### config.mk
export PLATFORM = sky130hd
export DESIGN_NAME = wphe_ram
export DESIGN_NICKNAME = d
export VERILOG_FILES = /design/src/sv/wphe_ram.sv
export SDC_FILE = /design/constraint.sdc
export NUM_CORES = 1
export LEC_CHECK = 0
export ABC_AREA = 1
export BUFFER_PORTS_ARGS = -buffer_cell sky130_fd_sc_hd__buf_2
export CAP_MARGIN = 15
export CELL_PAD_IN_SITES_DETAIL_PLACEMENT = 1
export CELL_PAD_IN_SITES_GLOBAL_PLACEMENT = 1
export CORE_MARGIN = 3
export CORE_UTILIZATION = 46
export DETAILED_ROUTE_END_ITERATION = 7
export PLACE_DENSITY_LB_ADDON = 0.25
export SYNTH_ARGS = -nofsm -noshare
export SYNTH_HDL_FRONTEND = slang
export SYNTH_SLANG_ARGS = --single-unit
### constraint.sdc
create_clock -name clk -period 1.9 [get_ports clk]
set_clock_uncertainty 0.05 [all_clocks]
set_input_delay 0.19 -clock clk [delete_from_list [all_inputs] [get_ports clk]]
set_output_delay 0.19 -clock clk [all_outputs]
set_load 0.01 [all_outputs]
### src/sv/wphe_ram.sv
`timescale 1ns / 1ps
// ----------------------------------------------------------------------------
// wphe_ram
// simple dual port memory, one write port, one read port with registered data
// ----------------------------------------------------------------------------
module wphe_ram #(
    parameter int WIDTH = 8,
    parameter int DEPTH = 64
) (
    input  logic                                         clk,
    input  logic                                         we,
    input  logic [((DEPTH > 1) ? $clog2(DEPTH) : 1)-1:0] waddr,
    input  logic [WIDTH-1:0]                             wdata,
    input  logic [((DEPTH > 1) ? $clog2(DEPTH) : 1)-1:0] raddr,
    output logic [WIDTH-1:0]                             rdata
);

    logic [WIDTH-1:0] mem [DEPTH];

    always_ff @(posedge clk)
    begin
        if (we)
        begin
            mem[waddr] <= wdata;
        end
        rdata <= mem[raddr];
    end

endmodule

# Word level (Yosys, flattened, before mapping)
# Memory sizes are Yosys's and may differ from the RTL's. A register that Yosys moved wholly into a read port is not among the register bits.
# Index checks and enable logic that the tools add are counted.
[word_totals]
register_bits = 0
ram_bits = 512
in_bits = 22
output_inout_bits = 8
elab_cells = 3
mem_count = 1
[mem_list]
columns = ["memory", "words", "word_bits", "read_ports", "rd_clocked_by_memory_dff", "write_ports", "line_no", "text"]
rows = [
  ["mem", 64, 8, 1, 1, 1, "18", "logic [WIDTH-1:0] mem [DEPTH];"],
]
[classes]
n_mux = 2
[ops]
columns = ["op", "n"]
rows = [
  ["$mux 1", 2],
]

# Depth between registers and ports, before layout
[depth]
word_depth = 2
depth_mapped = 12
ltp_nobuf = 9

# Least setup slack after synthesis
# Ideal clock, no wire load.
[synth_path]
path_kind = "input -> register"
from = "input we"
to = "memory mem[48][0] (enable)"
setup_time_ps = 395
t_arrival_ps = 1561
path_slack_ps = -106
stages = 3
path_buffers = 1
path_cell_list = "clkbuf_1 > nand4_1 > nor4_1"
[synth_between]
elab_chain_len = 2
[synth_lines]
columns = ["item", "line_no", "text"]
rows = [
  ["start: declaration", "11", "input logic we,"],
  ["$mux 1", "22", "if (we)"],
  ["$mux 1 (implied by the code)", "24", "mem[waddr] <= wdata;"],
  ["end: declaration", "18", ""],
]
# Every way passes these cells.

==> metrics <==
crit-path cells=nand2_1 -> nand3_1 -> nand3_1 -> nand2_1 -> nand2_1 -> nand3_1 -> nand3_1 -> nand2_1; final hold violation count=0; DRT iter0 DRCs=1288; delay of the slowest cell on the worst path=0.36 ns; post-DP HPWL=37.5 mm; WS Path Type=flip-flop to flip-flop; share of the synthesized area in the top cell type=0.720; Rel. slew slack=0.449; largest net degree at the start of global routing=70; FF+latch area=0.0155 sq mm; P_leak=0.00903 uW; Layout fillers=4702; Worst Path Required=2.33 ns; power density over the cells=1020 mW/mm^2; worst-path fanout max=1; Crit path buffers/inverters=0; worst hold slack=0.0689 ns; first-pass GRT wire length=94.6 mm; fin area=0.0246 sq mm; CTS clk-pin slew, worst paths=0.06 ns; YS warnings=0; CP Data Arrival Time=1.93 ns; total grt overflow=0; # port buffers=29; maximum vdd drop=0.801 mV; register bit total from synthesis=520; Die Y=221 microns; hold path cells=2; combinational share of power=0.067; sequential power share=0.507; Clk pwr share=0.426; Total Routed Length=61.7 mm; worst reg2reg path startpoint=mem[55][5]; gr usage total=0.252; # rows=78; Hold Startpoint=wdata[3]; Post-Synthesis Cells=1805; worst reg2reg path depth=8; DR WL/cell=24.2 microns; io pins=30; Int Power=19400 uW; TritonCTS clock tree=built; Tmin final=1.50 ns; H-tree Lvls=2; die area=0.0490 sq mm; RSZ-0062 raised after global routing=no; register area share after synthesis=0.728; vias in the first global route=15500; area grow syn2layout=15.1%; fmax=0.665 GHz; Yosys cell types=16; CTS Sinks=520; sw power=5680 uW; share of layout cells above drive strength 1=0.124; crit end category=flip-flop; nets@finish=1928; hold endpoint=mem[26][3]; Sum Neg Setup Slack=0 ns; startpoint types=flip-flop; Die X=221 microns; DP Area=0.0228 sq mm; Multi-input gate area=0.00495 sq mm; CTS root buf=clkbuf_16; Bufs on Longest Clock Path=3; Vias=14600; actual slew at the worst max-slew pin=0.826 ns; status=finished, final reports clean; Final Slew Violations=0; # hold bufs at CTS=1; initial antenna violation count=2; antenna cell count=0; R2R Setup Slk=0.40 ns; Vias/cell=5.73; Setup Buffers After CTS=0; syn_area_per_cell=11.8 sq um; Crit path max-delay family=simple AND/OR/NAND/NOR gates; Final period util=0.791; DR DRC count=0; max_cap viols=0; most area-consuming cells after synthesis=edfxtp_1 (72%), nand2_1 (11%), nand3_1 (10%); # setup viols final=0; total CTS buffers=54; core area=0.0456 sq mm; Worst Hold Class=input pin to flip-flop; Cell Area, Synth=0.0213 sq mm; switch share=0.226; Skew-Pair Late Insertion Delay=0.61 ns; Starting Density=0.468; Slowest cell on crit path=edfxtp_1; drt pass-1 iters=5; gpl congestion=0.829; Final ANT Viol Nets=0; Post-Syn Nets=1827; Post-CTS Resized=0; r2r endpoint=rdata[5]; cell taking the most area after synthesis=edfxtp_1
cells in the mapped netlist:
| library cell | number |
|---|---|
| buf_4 | 14 |
| inv_2 | 1 |
| buf_2 | 37 |
| buf_6 | 35 |
| inv_1 | 10 |
| inv_6 | 1 |
| nor4_1 | 8 |
| nand2_1 | 648 |
| dfxtp_1 | 8 |
| buf_8 | 2 |
| clkbuf_1 | 15 |
| nand3_1 | 439 |
| nand4_1 | 9 |
| nor2_1 | 56 |
| edfxtp_1 | 512 |
| buf_1 | 10 |
layout make-up:
| type | instances | share of cell area |
|---|---|---|
| Multi-Input combinational cell | 1160 | 0.201 |
| Tap cell | 600 | 0.0306 |
| Timing Repair Buffer | 158 | 0.0607 |
| Sequential cell | 520 | 0.633 |
| Clock buffer | 66 | 0.0577 |
| Inverter | 12 | 0.00224 |
| Clock inverter | 33 | 0.0146 |
through the flow:
stage                     std cells  setup WS, ns   util  power, uW
after floorplan                1805        -0.106      -      13900
after global placement         2449       -0.0426  0.500      14600
after detailed placement       2449       -0.0486  0.500      14600
after CTS                      2549         0.379  0.539      25300
after global routing           2549         0.316  0.539      25900
final                          2549         0.397  0.539      25100
power by group through the flow:
stage	clock [uW]	combinational, uW	sequential [uW]
after floorplan	0	892	13000
after global placement	0	1620	13000
after detailed placement	0	1670	13000
after CTS	10900	1690	12700
after global routing	11400	1830	12700
final	10700	1680	12700
per-layer routing:
metal | share of wire | vias up | GRT usage | wire (microns)
li1 | - | 6554 | - | -
met1 | 0.42 | 7464 | 0.344 | 26200
met2 | 0.48 | 480 | 0.419 | 29800
met3 | 0.066 | 96 | 0.0406 | 4070
met4 | 0.025 | 2 | 0.0769 | 1570
met5 | 0.00016 | - | 0 | 10
state kept, by name (all words and copies together), names as in the netlist:
| signal | count |
|---|---|
| rdata | 8 |
| mem | 512 |
cell families (layout without fill, tap and decap cells):
group                  Yosys count  after routing  synth area share
buffers and inverters          125            269            0.0402
flip-flops                     520            520             0.728
AND/OR/NAND/NOR               1160           1160             0.232
placed cells by master, fill, tap and decap left out:
cell	n
edfxtp_1	512
dlygate4sd3_1	1
inv_6	2
clkinv_8	1
buf_12	29
nand2_1	648
clkbuf_1	10
nor4_1	8
buf_4	100
inv_1	9
buf_2	27
inv_8	1
bufinv_16	7
clkinv_1	7
inv_2	1
clkbuf_8	3
clkinv_2	13
clkbuf_16	54
clkinvlp_4	3
dfxtp_1	8
nand3_1	439
nand4_1	9
nor2_1	56
inv_4	1
worst max-delay path by stage:
stage,start,endpoint,slack (ns),cells after the start
5_1_grt,mem[55][5],rdata[5],0.32,8
4_1_cts,mem[55][5],rdata[5],0.38,8
2_1_floorplan,we,mem[48][0],-0.11,3
6_report,mem[55][5],rdata[5],0.40,8
3_3_place_gp,raddr[0],rdata[7],-0.04,11
3_5_place_dp,raddr[0],rdata[7],-0.05,11
Power figures use the tool's default switching activity.
